$ cat config.mk
export PLATFORM = sky130hd
export DESIGN_NAME = next_line_prefetch_queue_core
export DESIGN_NICKNAME = d
export VERILOG_FILES = /design/src/design/nlpq_pkg.sv /design/src/design/nlpq_ctrl.sv /design/src/design/nlpq_dp.sv /design/src/design/next_line_prefetch_queue_core.sv
export SDC_FILE = /design/constraint.sdc
export NUM_CORES = 2
export LEC_CHECK = 0
export ABC_AREA = 1
export BUFFER_PORTS_ARGS = -buffer_cell sky130_fd_sc_hd__buf_2
export CELL_PAD_IN_SITES_DETAIL_PLACEMENT = 1
export CELL_PAD_IN_SITES_GLOBAL_PLACEMENT = 1
export CORE_AREA = 2 2 475 477
export DETAILED_ROUTE_END_ITERATION = 16
export DIE_AREA = 0 0 477 479
export GPL_TIMING_DRIVEN = 0
export MAX_ROUTING_LAYER = met4
export PLACE_DENSITY = 0.6
export SETUP_SLACK_MARGIN = 0.1
export SLEW_MARGIN = 20
export SYNTH_ARGS = -nofsm -noshare
export SYNTH_HDL_FRONTEND = slang
export SYNTH_SLANG_ARGS = --single-unit
$ cat constraint.sdc
create_clock -name clk -period 7.1 [get_ports clk]
set_input_delay 1.42 -clock clk [delete_from_list [all_inputs] [get_ports clk]]
set_output_delay 1.42 -clock clk [all_outputs]
set_load 0.01 [all_outputs]
$ cat src/design/nlpq_pkg.sv
`timescale 1ns / 1ps
`default_nettype none
// ----------------------------------------------------------------------------
// Next-line prefetch queue package
// Shared constants, operation and register codes, and the command and
// status bundles between the controller and the datapath.
// ----------------------------------------------------------------------------
package nlpq_pkg;

  localparam int DEF_QUEUE_DEPTH = 16;
  localparam int DEF_LINE_BYTES  = 64;
  localparam int DEF_MAX_LINES   = 8;
  localparam int DEF_ADDR_BITS   = 48;

  localparam int OP_W       = 2;
  localparam int TID_W      = 3;
  localparam int CNT_OUT_W  = 5;
  localparam int DIST_W     = 4;
  localparam int LCNT_W     = 4;
  localparam int MAXP_W     = 5;
  localparam int CFG_IDX_W  = 2;
  localparam int CFG_DATA_W = 5;

  localparam logic [OP_W-1:0] OP_OBSERVE = 2'd0;
  localparam logic [OP_W-1:0] OP_POP     = 2'd1;
  localparam logic [OP_W-1:0] OP_FLUSH   = 2'd2;

  localparam logic [CFG_IDX_W-1:0] CFG_ENABLE      = 2'd0;
  localparam logic [CFG_IDX_W-1:0] CFG_DISTANCE    = 2'd1;
  localparam logic [CFG_IDX_W-1:0] CFG_COUNT       = 2'd2;
  localparam logic [CFG_IDX_W-1:0] CFG_MAX_PENDING = 2'd3;

  localparam logic              RST_ENABLE      = 1'b0;
  localparam logic [DIST_W-1:0] RST_DISTANCE    = 4'd1;
  localparam logic [LCNT_W-1:0] RST_COUNT       = 4'd1;
  localparam logic [MAXP_W-1:0] RST_MAX_PENDING = 5'd16;

  typedef struct packed {
    logic accept;
    logic obs_step;
    logic flush_step;
    logic resp_load;
  } nlpq_cmd_t;

  typedef struct packed {
    logic start_obs;
    logic start_flush;
    logic last_step;
    logic queue_full;
  } nlpq_stat_t;

endpackage
`default_nettype wire

$ cat src/design/nlpq_ctrl.sv
`timescale 1ns / 1ps
`default_nettype none
// ----------------------------------------------------------------------------
// Next-line prefetch queue controller
// Sequences each item: accept, per-line or per-entry steps, then the
// result hand-off into the output register.
// ----------------------------------------------------------------------------
module nlpq_ctrl (
  input  wire                 clk,
  input  wire                 rst_n,
  input  wire                 in_tvalid,
  output logic                in_tready,
  output logic                out_tvalid,
  input  wire                 out_tready,
  input  nlpq_pkg::nlpq_stat_t stat,
  output nlpq_pkg::nlpq_cmd_t  cmd
);
  import nlpq_pkg::*;

  localparam logic [1:0] S_IDLE  = 2'd0;
  localparam logic [1:0] S_OBS   = 2'd1;
  localparam logic [1:0] S_FLUSH = 2'd2;
  localparam logic [1:0] S_RESP  = 2'd3;

  logic [1:0] state_r, state_nxt;
  logic       out_valid_r, out_valid_nxt;
  logic       out_free;

  assign in_tready  = (state_r == S_IDLE);
  assign out_tvalid = out_valid_r;
  assign out_free   = !out_valid_r || out_tready;

  always_comb begin
    cmd.accept     = in_tvalid && in_tready;
    cmd.obs_step   = (state_r == S_OBS);
    cmd.flush_step = (state_r == S_FLUSH);
    cmd.resp_load  = (state_r == S_RESP) && out_free;
  end

  always_comb begin
    state_nxt = state_r;
    unique case (state_r)
      S_IDLE: begin
        if (cmd.accept) begin
          if (stat.start_obs) state_nxt = S_OBS;
          else if (stat.start_flush) state_nxt = S_FLUSH;
          else state_nxt = S_RESP;
        end
      end
      S_OBS: begin
        if (stat.last_step) state_nxt = S_RESP;
      end
      S_FLUSH: begin
        if (stat.last_step) state_nxt = S_RESP;
      end
      S_RESP: begin
        if (out_free) state_nxt = S_IDLE;
      end
      default: state_nxt = S_IDLE;
    endcase
  end

  always_comb begin
    out_valid_nxt = out_valid_r;
    if (cmd.resp_load) out_valid_nxt = 1'b1;
    else if (out_tready) out_valid_nxt = 1'b0;
  end

  always_ff @(posedge clk) begin
    if (!rst_n) begin
      state_r     <= S_IDLE;
      out_valid_r <= 1'b0;
    end else begin
      state_r     <= state_nxt;
      out_valid_r <= out_valid_nxt;
    end
  end

endmodule
`default_nettype wire

$ cat src/design/nlpq_dp.sv
`timescale 1ns / 1ps
`default_nettype none
// ----------------------------------------------------------------------------
// Next-line prefetch queue datapath
// Configuration registers, the ordered shift queue of line targets, the
// duplicate compare, the step counter and the result register.
// ----------------------------------------------------------------------------
module nlpq_dp #(
  parameter int QUEUE_DEPTH = nlpq_pkg::DEF_QUEUE_DEPTH,
  parameter int LINE_BYTES  = nlpq_pkg::DEF_LINE_BYTES,
  parameter int MAX_LINES   = nlpq_pkg::DEF_MAX_LINES,
  parameter int ADDR_BITS   = nlpq_pkg::DEF_ADDR_BITS,
  parameter int IN_W        = ((nlpq_pkg::OP_W + ADDR_BITS + nlpq_pkg::TID_W + 7) / 8) * 8,
  parameter int OUT_W       = ((1 + ADDR_BITS + nlpq_pkg::TID_W + nlpq_pkg::CNT_OUT_W + 7)
                               / 8) * 8
) (
  input  wire                                clk,
  input  wire                                rst_n,
  input  wire [IN_W-1:0]                     in_tdata,
  output logic [OUT_W-1:0]                   out_tdata,
  input  wire                                cfg_we,
  input  wire [nlpq_pkg::CFG_IDX_W-1:0]      cfg_index,
  input  wire [nlpq_pkg::CFG_DATA_W-1:0]     cfg_data,
  input  nlpq_pkg::nlpq_cmd_t                cmd,
  output nlpq_pkg::nlpq_stat_t               stat
);
  import nlpq_pkg::*;

  localparam int OFF_W   = $clog2(LINE_BYTES);
  localparam int LINE_W  = ADDR_BITS - OFF_W;
  localparam int IDX_W   = $clog2(QUEUE_DEPTH);
  localparam int OCC_W   = $clog2(QUEUE_DEPTH + 1);
  localparam int LINES_W = $clog2(MAX_LINES + 1);
  localparam int ITER_W  = (OCC_W > LINES_W) ? OCC_W : LINES_W;
  localparam int LCW     = (LCNT_W > LINES_W) ? LCNT_W : LINES_W;
  localparam int LIM_W   = ((MAXP_W > OCC_W) ? MAXP_W : OCC_W) + 1;

  // Configuration registers.
  logic              enable_r;
  logic [DIST_W-1:0] dist_r;
  logic [LCNT_W-1:0] lcount_r;
  logic [MAXP_W-1:0] maxp_r;

  // Queue: entry 0 is the oldest.
  logic [LINE_W-1:0] line_r   [QUEUE_DEPTH];
  logic [LINE_W-1:0] line_nxt [QUEUE_DEPTH];
  logic [TID_W-1:0]  thr_r    [QUEUE_DEPTH];
  logic [TID_W-1:0]  thr_nxt  [QUEUE_DEPTH];
  logic [OCC_W-1:0]  occ_r, occ_nxt;

  // Item context.
  logic [OP_W-1:0]   op_r;
  logic [TID_W-1:0]  tid_r;
  logic [LINE_W-1:0] tgt_r;
  logic [ITER_W-1:0] left_r;

  // Result register.
  logic                 res_tv_r;
  logic [ADDR_BITS-1:0] res_addr_r;
  logic [TID_W-1:0]     res_thr_r;
  logic [CNT_OUT_W-1:0] res_cnt_r;

  logic [OP_W-1:0]      in_op;
  logic [ADDR_BITS-1:0] in_addr;
  logic [TID_W-1:0]     in_tid;
  logic [ITER_W-1:0]    n_eff;
  logic [LIM_W-1:0]     limit;
  logic [LIM_W-1:0]     occ_inc;
  logic                 drop_after;
  logic [QUEUE_DEPTH-1:0] hit_vec;
  logic                 hit;
  logic                 keep;
  logic                 pop_hit;
  logic                 do_shift;
  logic                 do_write;
  logic [IDX_W-1:0]     wr_idx;
  logic [LINE_W-1:0]    wr_line;
  logic [TID_W-1:0]     wr_thr;

  assign in_op   = in_tdata[OP_W-1:0];
  assign in_addr = in_tdata[OP_W +: ADDR_BITS];
  assign in_tid  = in_tdata[OP_W + ADDR_BITS +: TID_W];

  always_comb begin
    if (LCW'(lcount_r) > LCW'(MAX_LINES)) n_eff = ITER_W'(MAX_LINES);
    else n_eff = ITER_W'(lcount_r);
    if (LIM_W'(maxp_r) > LIM_W'(QUEUE_DEPTH)) limit = LIM_W'(QUEUE_DEPTH);
    else limit = LIM_W'(maxp_r);
  end

  // The drop after an append fires once the new occupancy reaches the limit,
  // so the queue never holds more than QUEUE_DEPTH-1 entries between items.
  assign occ_inc    = LIM_W'(occ_r) + 1'b1;
  assign drop_after = (occ_inc >= limit);

  always_comb begin
    for (int i = 0; i < QUEUE_DEPTH; i++) begin
      hit_vec[i] = (OCC_W'(i) < occ_r) && (line_r[i] == tgt_r);
    end
  end

  assign hit     = |hit_vec;
  assign keep    = (thr_r[0] != tid_r);
  assign pop_hit = (op_r == OP_POP) && (occ_r != '0);

  always_comb begin
    stat.start_obs   = (in_op == OP_OBSERVE) && enable_r && (n_eff != '0);
    stat.start_flush = (in_op == OP_FLUSH) && (occ_r != '0);
    stat.last_step   = (left_r == ITER_W'(1));
    stat.queue_full  = (LIM_W'(occ_r) >= LIM_W'(QUEUE_DEPTH));
  end

  // Queue update: an optional shift toward the head, then at most one write.
  always_comb begin
    do_shift = 1'b0;
    do_write = 1'b0;
    wr_idx   = occ_r[IDX_W-1:0];
    wr_line  = tgt_r;
    wr_thr   = tid_r;
    occ_nxt  = occ_r;
    if (cmd.obs_step && !hit) begin
      if (drop_after) begin
        // Append then drop the oldest; with an empty queue nothing stays.
        if (occ_r != '0) begin
          do_shift = 1'b1;
          do_write = 1'b1;
          wr_idx   = IDX_W'(occ_r - 1'b1);
        end
      end else begin
        do_write = 1'b1;
        occ_nxt  = occ_r + 1'b1;
      end
    end else if (cmd.flush_step) begin
      // Rotate the head to the tail when it survives the flush.
      do_shift = 1'b1;
      do_write = keep;
      wr_idx   = IDX_W'(occ_r - 1'b1);
      wr_line  = line_r[0];
      wr_thr   = thr_r[0];
      if (!keep) occ_nxt = occ_r - 1'b1;
    end else if (cmd.resp_load && pop_hit) begin
      do_shift = 1'b1;
      occ_nxt  = occ_r - 1'b1;
    end
  end

  always_comb begin
    for (int i = 0; i < QUEUE_DEPTH; i++) begin
      line_nxt[i] = line_r[i];
      thr_nxt[i]  = thr_r[i];
    end
    if (do_shift) begin
      for (int i = 0; i < QUEUE_DEPTH - 1; i++) begin
        line_nxt[i] = line_r[i + 1];
        thr_nxt[i]  = thr_r[i + 1];
      end
    end
    if (do_write) begin
      line_nxt[wr_idx] = wr_line;
      thr_nxt[wr_idx]  = wr_thr;
    end
  end

  always_ff @(posedge clk) begin
    for (int i = 0; i < QUEUE_DEPTH; i++) begin
      line_r[i] <= line_nxt[i];
      thr_r[i]  <= thr_nxt[i];
    end
  end

  always_ff @(posedge clk) begin
    if (!rst_n) begin
      occ_r    <= '0;
      enable_r <= RST_ENABLE;
      dist_r   <= RST_DISTANCE;
      lcount_r <= RST_COUNT;
      maxp_r   <= RST_MAX_PENDING;
    end else begin
      occ_r <= occ_nxt;
      if (cfg_we) begin
        unique case (cfg_index)
          CFG_ENABLE:      enable_r <= cfg_data[0];
          CFG_DISTANCE:    dist_r   <= cfg_data[DIST_W-1:0];
          CFG_COUNT:       lcount_r <= cfg_data[LCNT_W-1:0];
          CFG_MAX_PENDING: maxp_r   <= cfg_data[MAXP_W-1:0];
          default: ;
        endcase
      end
    end
  end

  // Item context and the step counter.
  always_ff @(posedge clk) begin
    if (cmd.accept) begin
      op_r  <= in_op;
      tid_r <= in_tid;
      tgt_r <= in_addr[ADDR_BITS-1:OFF_W] + LINE_W'(dist_r);
      if (stat.start_obs) left_r <= n_eff;
      else left_r <= ITER_W'(occ_r);
    end else if (cmd.obs_step || cmd.flush_step) begin
      tgt_r  <= tgt_r + 1'b1;
      left_r <= left_r - 1'b1;
    end
  end

  always_ff @(posedge clk) begin
    if (cmd.resp_load) begin
      res_tv_r   <= pop_hit;
      res_addr_r <= pop_hit ? {line_r[0], OFF_W'(0)} : '0;
      res_thr_r  <= pop_hit ? thr_r[0] : '0;
      res_cnt_r  <= CNT_OUT_W'(occ_nxt);
    end
  end

  assign out_tdata = OUT_W'({res_cnt_r, res_thr_r, res_addr_r, res_tv_r});

endmodule
`default_nettype wire

$ cat src/design/next_line_prefetch_queue_core.sv
// A pop, a flush of an empty queue, an observe while disabled or with a line count of zero,
// or an unknown operation goes from acceptance straight to the result hand-off; an observe
// first makes one duplicate compare per generated line and a flush rotates one queue entry
// per cycle. One item is in work at a time; the next is accepted once the result has been
// loaded into the output register, which waits while out_tready is low and the output is full.
// Reset (synchronous, rst_n low) empties the queue and loads the register defaults.
`timescale 1ns / 1ps
`default_nettype none
// ----------------------------------------------------------------------------
// Next-line prefetch queue core
// Keeps an ordered queue of next-line prefetch targets, fed by fetch
// observations and drained by pop and per-thread flush items.
// ----------------------------------------------------------------------------
module next_line_prefetch_queue_core #(
  parameter int QUEUE_DEPTH = nlpq_pkg::DEF_QUEUE_DEPTH,
  parameter int LINE_BYTES  = nlpq_pkg::DEF_LINE_BYTES,
  parameter int MAX_LINES   = nlpq_pkg::DEF_MAX_LINES,
  parameter int ADDR_BITS   = nlpq_pkg::DEF_ADDR_BITS,
  parameter int IN_W        = ((nlpq_pkg::OP_W + ADDR_BITS + nlpq_pkg::TID_W + 7) / 8) * 8,
  parameter int OUT_W       = ((1 + ADDR_BITS + nlpq_pkg::TID_W + nlpq_pkg::CNT_OUT_W + 7)
                               / 8) * 8
) (
  input  wire                            clk,
  input  wire                            rst_n,
  input  wire                            in_tvalid,
  output logic                           in_tready,
  // operation, fetch_address, thread_id (from bit 0 up), zero padded
  input  wire [IN_W-1:0]                 in_tdata,
  output logic                           out_tvalid,
  input  wire                            out_tready,
  // target_valid, target_address, target_thread, pending_count (from bit 0 up)
  output logic [OUT_W-1:0]               out_tdata,
  input  wire                            cfg_valid,
  output logic                           cfg_ready,
  input  wire [nlpq_pkg::CFG_IDX_W-1:0]  cfg_index,
  input  wire [nlpq_pkg::CFG_DATA_W-1:0] cfg_data
);
  import nlpq_pkg::*;

  nlpq_cmd_t  cmd;
  nlpq_stat_t stat;

  assign cfg_ready = 1'b1;

  nlpq_ctrl u_ctrl (
    .clk        (clk),
    .rst_n      (rst_n),
    .in_tvalid  (in_tvalid),
    .in_tready  (in_tready),
    .out_tvalid (out_tvalid),
    .out_tready (out_tready),
    .stat       (stat),
    .cmd        (cmd)
  );

  nlpq_dp #(
    .QUEUE_DEPTH (QUEUE_DEPTH),
    .LINE_BYTES  (LINE_BYTES),
    .MAX_LINES   (MAX_LINES),
    .ADDR_BITS   (ADDR_BITS),
    .IN_W        (IN_W),
    .OUT_W       (OUT_W)
  ) u_dp (
    .clk       (clk),
    .rst_n     (rst_n),
    .in_tdata  (in_tdata),
    .out_tdata (out_tdata),
    .cfg_we    (cfg_valid && cfg_ready),
    .cfg_index (cfg_index),
    .cfg_data  (cfg_data),
    .cmd       (cmd),
    .stat      (stat)
  );

  // The limit rule keeps the queue below its full storage depth.
  assert property (@(posedge clk) disable iff (!rst_n) !stat.queue_full)
    else $error("queue occupancy reached storage depth");

  // At most one datapath action per cycle.
  assert property (@(posedge clk) disable iff (!rst_n)
    $onehot0({cmd.accept, cmd.obs_step, cmd.flush_step, cmd.resp_load}))
    else $error("overlapping datapath commands");

  // After an item is taken the block stays busy until its result is loaded.
  assert property (@(posedge clk) disable iff (!rst_n) cmd.accept |=> !in_tready)
    else $error("input accepted again while an item is in work");

  // Loading a result always presents it on the output channel.
  assert property (@(posedge clk) disable iff (!rst_n) cmd.resp_load |=> out_tvalid)
    else $error("result loaded but not presented");

endmodule
`default_nettype wire
; Yosys cells after proc, flatten, opt, wreduce, memory -nomap -nowiden
; Memories as Yosys holds them, arrays and structs flattened.
; Cells that the tools add are included.
[totals]
ff_bits = 131
ramBits = 720
in_bits = 68
out_inout_bits = 67
wordCells = 164
n_memories = 2
[memory_table]
columns = memory, depth, width, read_ports, rd_clocked_by_memory_dff, write_ports, line
row1 = u_dp.line_r, 16, 42, 16, 0, 16, nlpq_dp.sv:45  ; logic [LINE_W-1:0] line_r [QUEUE_DEPTH];
row2 = u_dp.thr_r, 16, 3, 16, 0, 16, nlpq_dp.sv:47  ; logic [TID_W-1:0] thr_r [QUEUE_DEPTH];
[classes]
addsub = 6
magnitude_cmp = 21
n_eq_ne = 29
mux = 46
bitwise = 1
reduce_logical = 43
[op_table]
columns = operator, count
row1 = bitwise mux 672 bit, 1
row2 = == test 42 bit, 16
row3 = two-way mux 672 bit, 1
row4 = two-way mux 630 bit, 1
row5 = two-way mux 42 bit, 5
row6 = demux 42 bit (select 4 bit), 1
row7 = bitwise mux 48 bit, 1
row8 = two-way mux 48 bit, 1
row9 = two-way mux 45 bit, 1
row10 = two-way mux 5 bit, 9
row11 = adder 42 x 1 -> 42 bit (second input constant), 1
row12 = adder 42 x 4 -> 42 bit, 1
row13 = < comparator 4 x 5 -> 1 bit (first input constant), 8
row14 = logical AND 1 bit, 25
row15 = < comparator 3 x 5 -> 1 bit (first input constant), 4
row16 = two-way mux 4 bit, 5
row17 = OR reduction 16 bit, 1
row18 = demux 3 bit (select 4 bit), 1
row19 = two-way mux 1 bit, 11
row20 = == test 2 bit (second input constant), 5
row21 = < comparator 1 x 5 -> 1 bit (first input constant), 2
row22 = < comparator 2 x 5 -> 1 bit (first input constant), 2
row23 = nonzero test 5 bit, 2
row24 = subtractor 5 x 1 -> 5 bit (second input constant), 2
row25 = 23 further kinds, 39

; Longest topological paths before layout
; An unclocked memory read counts as a cell.
[depth]
word_depth = 14
mapped_depth = 26
ltp_nobuf = 21

; Cells and area by module
; Synthesis repeated with hierarchy kept, for this count alone.
[hier_totals]
cells_unflattened = 8705
hier_area_um2 = 53266.1
[modules_own_cells]
columns = module, instances, cells_each, area_per_inst_um2, seq_area_each_um2
row1 = nlpq_dp, 1, 8666, 53010.8, 18337.6
row2 = nlpq_ctrl, 1, 37, 244.0, 60.1
row3 = next_line_prefetch_queue_core, 1, 2, 11.3, 0.0

; Worst setup path before layout
; No wires, ideal clock.
[synth_timing]
kind = reg2reg
start = register u_dp.occ_r[0]
end = register with a tool-made name
setup_ns = 0.504
arrival_ns = 5.436
setup_slack_ns = 1.161
stages_incl_launch_ff = 15
path_buffers = 1
cell_sequence = dfxtp_1 clkbuf_1 inv_2 ha_1 ha_1 inv_1 nor2_1 o211ai_1 nand3_1 nand2_1 xor2_1 nand2_1 nand2_2 nand2_1 nor3_1
[synth_lines]
columns = item, line
row1 = from (decl), nlpq_dp.sv:49  ; logic [OCC_W-1:0] occ_r, occ_nxt;
row2 = from (signal assigned), nlpq_dp.sv:179  ; occ_r <= occ_nxt;

==> flow_summary.toml <==
[global_route]
grt_pass1_vias = 66000
grt_overflow = 0
grt_pass1_wl_um = 633000
grt_max_degree = 48
grtUsageTotal = 0.429
antenna_found_initial = 94

[timing]
finalSetupViolations = 115
period_share = 1.03
rsz0062_at_grt = "false"
final_max_slew_viol_count = 0
min_period_ps = 7310
fmax_mhz = 137
final.setup_skew_ps = 54.9
fin_tns_setup_ps = -9600
worst_slew_pin_slew_ps = 1360
setup_ws_ps = -209
max_slew_margin = 0.0944
hold_viol_final = 0

[worst_setup_path]
crit_type = "reg2reg"
cp_num_buf_inv = 6
reg2regPathDepth = 22
critical_path_arrival_ps = 7740
critPathMaxFanout = 12
slowest_delay_ps = 1000
cp-start-kind = "flip-flop"
r2r-start = "u_dp.tgt_r[29]$_DFFE_PP_"
path_cells = "inv_2, buf_2, nand2_1, nand2_1, nor2_1, nand2_1, nor2_1, nand2_1, nor2_1, nand2_1, nand2_1, nor2_1, nand2_1, nor2_2, nand2_1, nand2_1, buf_2, buf_2, nand2_1, o21ai_4, buf_16, buf_2"
cp.required_ps = 7530
end_kind = "flip-flop"
cp_common_cell = "nand2_1"
crit_family = "buffers and inverters"
cpMaxStageDelayCell = "buf_2"
r2r_setup_slack_ps = -210

[route]
drt_pass1_iterations = 8
via_per_inst = 5.63
remaining_drc_errors = 0
drt_iter0_markers = 9603
wl_um = 491000
drt-wirelength-per-cell_um = 39.6
vias = 69900
antenna_left = 0

[placement]
io_buffers = 111
placed_cell_area_mm2 = 0.0613
pre_cts_ws_ps = -148
dp_cells = 12100
routabilityCongestion = 1.07
dpl.hpwl_um = 364000

[flow_run]
max-cap-violations = 0

[logic_synthesis]
synth.most_common_cell = "nand2_1"
synth_top_area_cell = "nand2_1"
syn_avg_cell_area_um2 = 6.20
synthCells = 8948
synth_top_area_share = 0.265
synth_area_leaders = "nand2_1 (27%), dfxtp_1 (25%), nand3_1 (8.2%), edfxtp_1 (8.0%), xnor2_1 (5.8%)"
synth-edff-count = 148
synth_commonest_cells = "nand2_1 (3921), nand3_1 (914), dfxtp_1 (697)"
synthFlopType = "dfxtp_1"
synth.ff_latch_count = 845
yosysWarnings = 0
yosysSeqAreaShare = 0.331
ys_types = 55
syn_area_mm2 = 0.0555
synthArstFlopShare = 0

[clocking]
htreeDepth = 3
clock-root-buffer = "clkbuf_16"
cts_tree = "yes"
cts_buffers = 115
clock_path_buffers = 3
cts.sinks = 845
path_clk_slew_ps = 60
cts_setup_buffers = 0
clk_latency_ps = 850

[floorplanning]
die_area_mm2 = 0.228
dieHeight_um = 479
start_util = 0.248
rows = 174
io_pins = 135
coreArea_mm2 = 0.224
fp.dieW_um = 477

[min_path]
hold_path_depth = 2
hold_class = "reg2reg"
whs_endpoint = "u_dp.maxp_r[0]$_SDFFE_PN0P_"
min_from = "u_dp.maxp_r[0]$_SDFFE_PN0P_"

[cells_and_area]
final_area_mm2 = 0.0655
drive_above_1_share = 0.0901
fin_nets = 9321
layout.cells.non_filler = 12400
area_growth_pct = 18.1

[run_status]
violations = "negative setup slack"
status = "finished, violations left"
## state kept, by name, indices dropped and copies added (netlist names), named ones only
signal	flops
u_dp.left_r	5
u_dp.dist_r	4
u_ctrl.out_tvalid	1
u_dp.maxp_r	5
u_dp.tid_r	3
u_dp.line_r	630
u_dp.lcount_r	4
u_dp.res_tv_r	1
u_dp.occ_r	5
u_ctrl.state_r	2
u_dp.enable_r	1
u_dp.tgt_r	42
u_dp.thr_r	45
u_dp.op_r	2
u_dp.res_addr_r	42
u_dp.res_cnt_r	5
u_dp.res_thr_r	3
## layer usage
metal	part of all wire	track usage	vias to the layer above
li1	-	-	29300
met1	0.40	0.525	34900
met2	0.40	0.578	4508
met3	0.10	0.116	1169
met4	0.096	0.360	0
met5	0	-	-
## worst max path at each step
stage | startpoint | to | slack (ps) | cells past startpoint
6_report | u_dp.tgt_r[29]$_DFFE_PP_ | flip-flop | -210 | 22
5_1_grt | u_dp.tgt_r[11]$_DFFE_PP_ | u_dp.line_r[0][138]$_DFF_P_ | 80 | 24
4_1_cts | u_dp.tgt_r[11]$_DFFE_PP_ | u_dp.line_r[0][17]$_DFF_P_ | 140 | 24
3_5_place_dp | u_dp.occ_r[4]$_SDFF_PN0_ | u_dp.line_r[0][2]$_DFF_P_ | -150 | 17
3_3_place_gp | u_dp.tgt_r[1]$_DFFE_PP_ | flip-flop | -4090 | 16
2_1_floorplan | u_dp.occ_r[0]$_SDFF_PN0_ | flip-flop | 1160 | 14
## cell type report
class | instances | area, um2
Clock buffer | 168 | 3460
Timing Repair Buffer | 159 | 1680
Multi-Input combinational cell | 6970 | 32400
Fill cell | 28500 | 158000
Tap cell | 2992 | 3740
Clock inverter | 47 | 536
Inverter | 520 | 1960
Sequential cell | 845 | 18400
Buffer | 621 | 3180
Antenna cell | 84 | 210
## worst min-delay path, stage by stage (launching register included)
cell     delay (ps)
dfxtp_1         300
inv_1            60
a21oi_1          60
## kinds of logic after synthesis
kind of cell / count (synthesis) / synth area share
DFF: 845 / 0.331
and+or+nand+nor: 5979 / 0.451
other: 2 / 0.000135
AOI/OAI and AO/OA: 517 / 0.0509
xor gates and xnor gates: 439 / 0.0693
adders and majority gates: 21 / 0.00487
buffers and inverters: 1145 / 0.0922
## through the flow
stage / util / hold slack [ps]
floorplan: - / 430
global placement: 0.268 / 458
detailed placement: 0.274 / 464
CTS: 0.292 / 473
global route: 0.293 / 522
finish: 0.293 / 472
## timing repair
item,4_1_cts,5_1_grt
endpoints found under the setup margin,111,330
gates resized for setup,4,3
hold buffers,0,0
## layout by cell type (no fill, tap or decap), drive strengths merged, types with 2 or more instances in the layout
cell	instances
nand2	3929
nand3	920
dfxtp	697
nor2	582
buf	550
inv	513
o21ai	438
nand4	413
clkbuf	398
xnor2	366
edfxtp	148
diode	84
xor2	73
nor3	45
clkinv	40
a21oi	37
and2	27
ha	20
nand3b	17
nor4	14
conb	14
o22ai	13
bufinv	10
or2	10
o211ai	9
nor2b	8
nor3b	6
a31oi	5
o31ai	4
clkinvlp	4
and3	3
and3b	2
o21bai	2
o32ai	2
a221oi	2
Power is left out: the tool's default activity adds up to more than one toggle a clock period on the data nets, which glitch-free logic cannot reach.
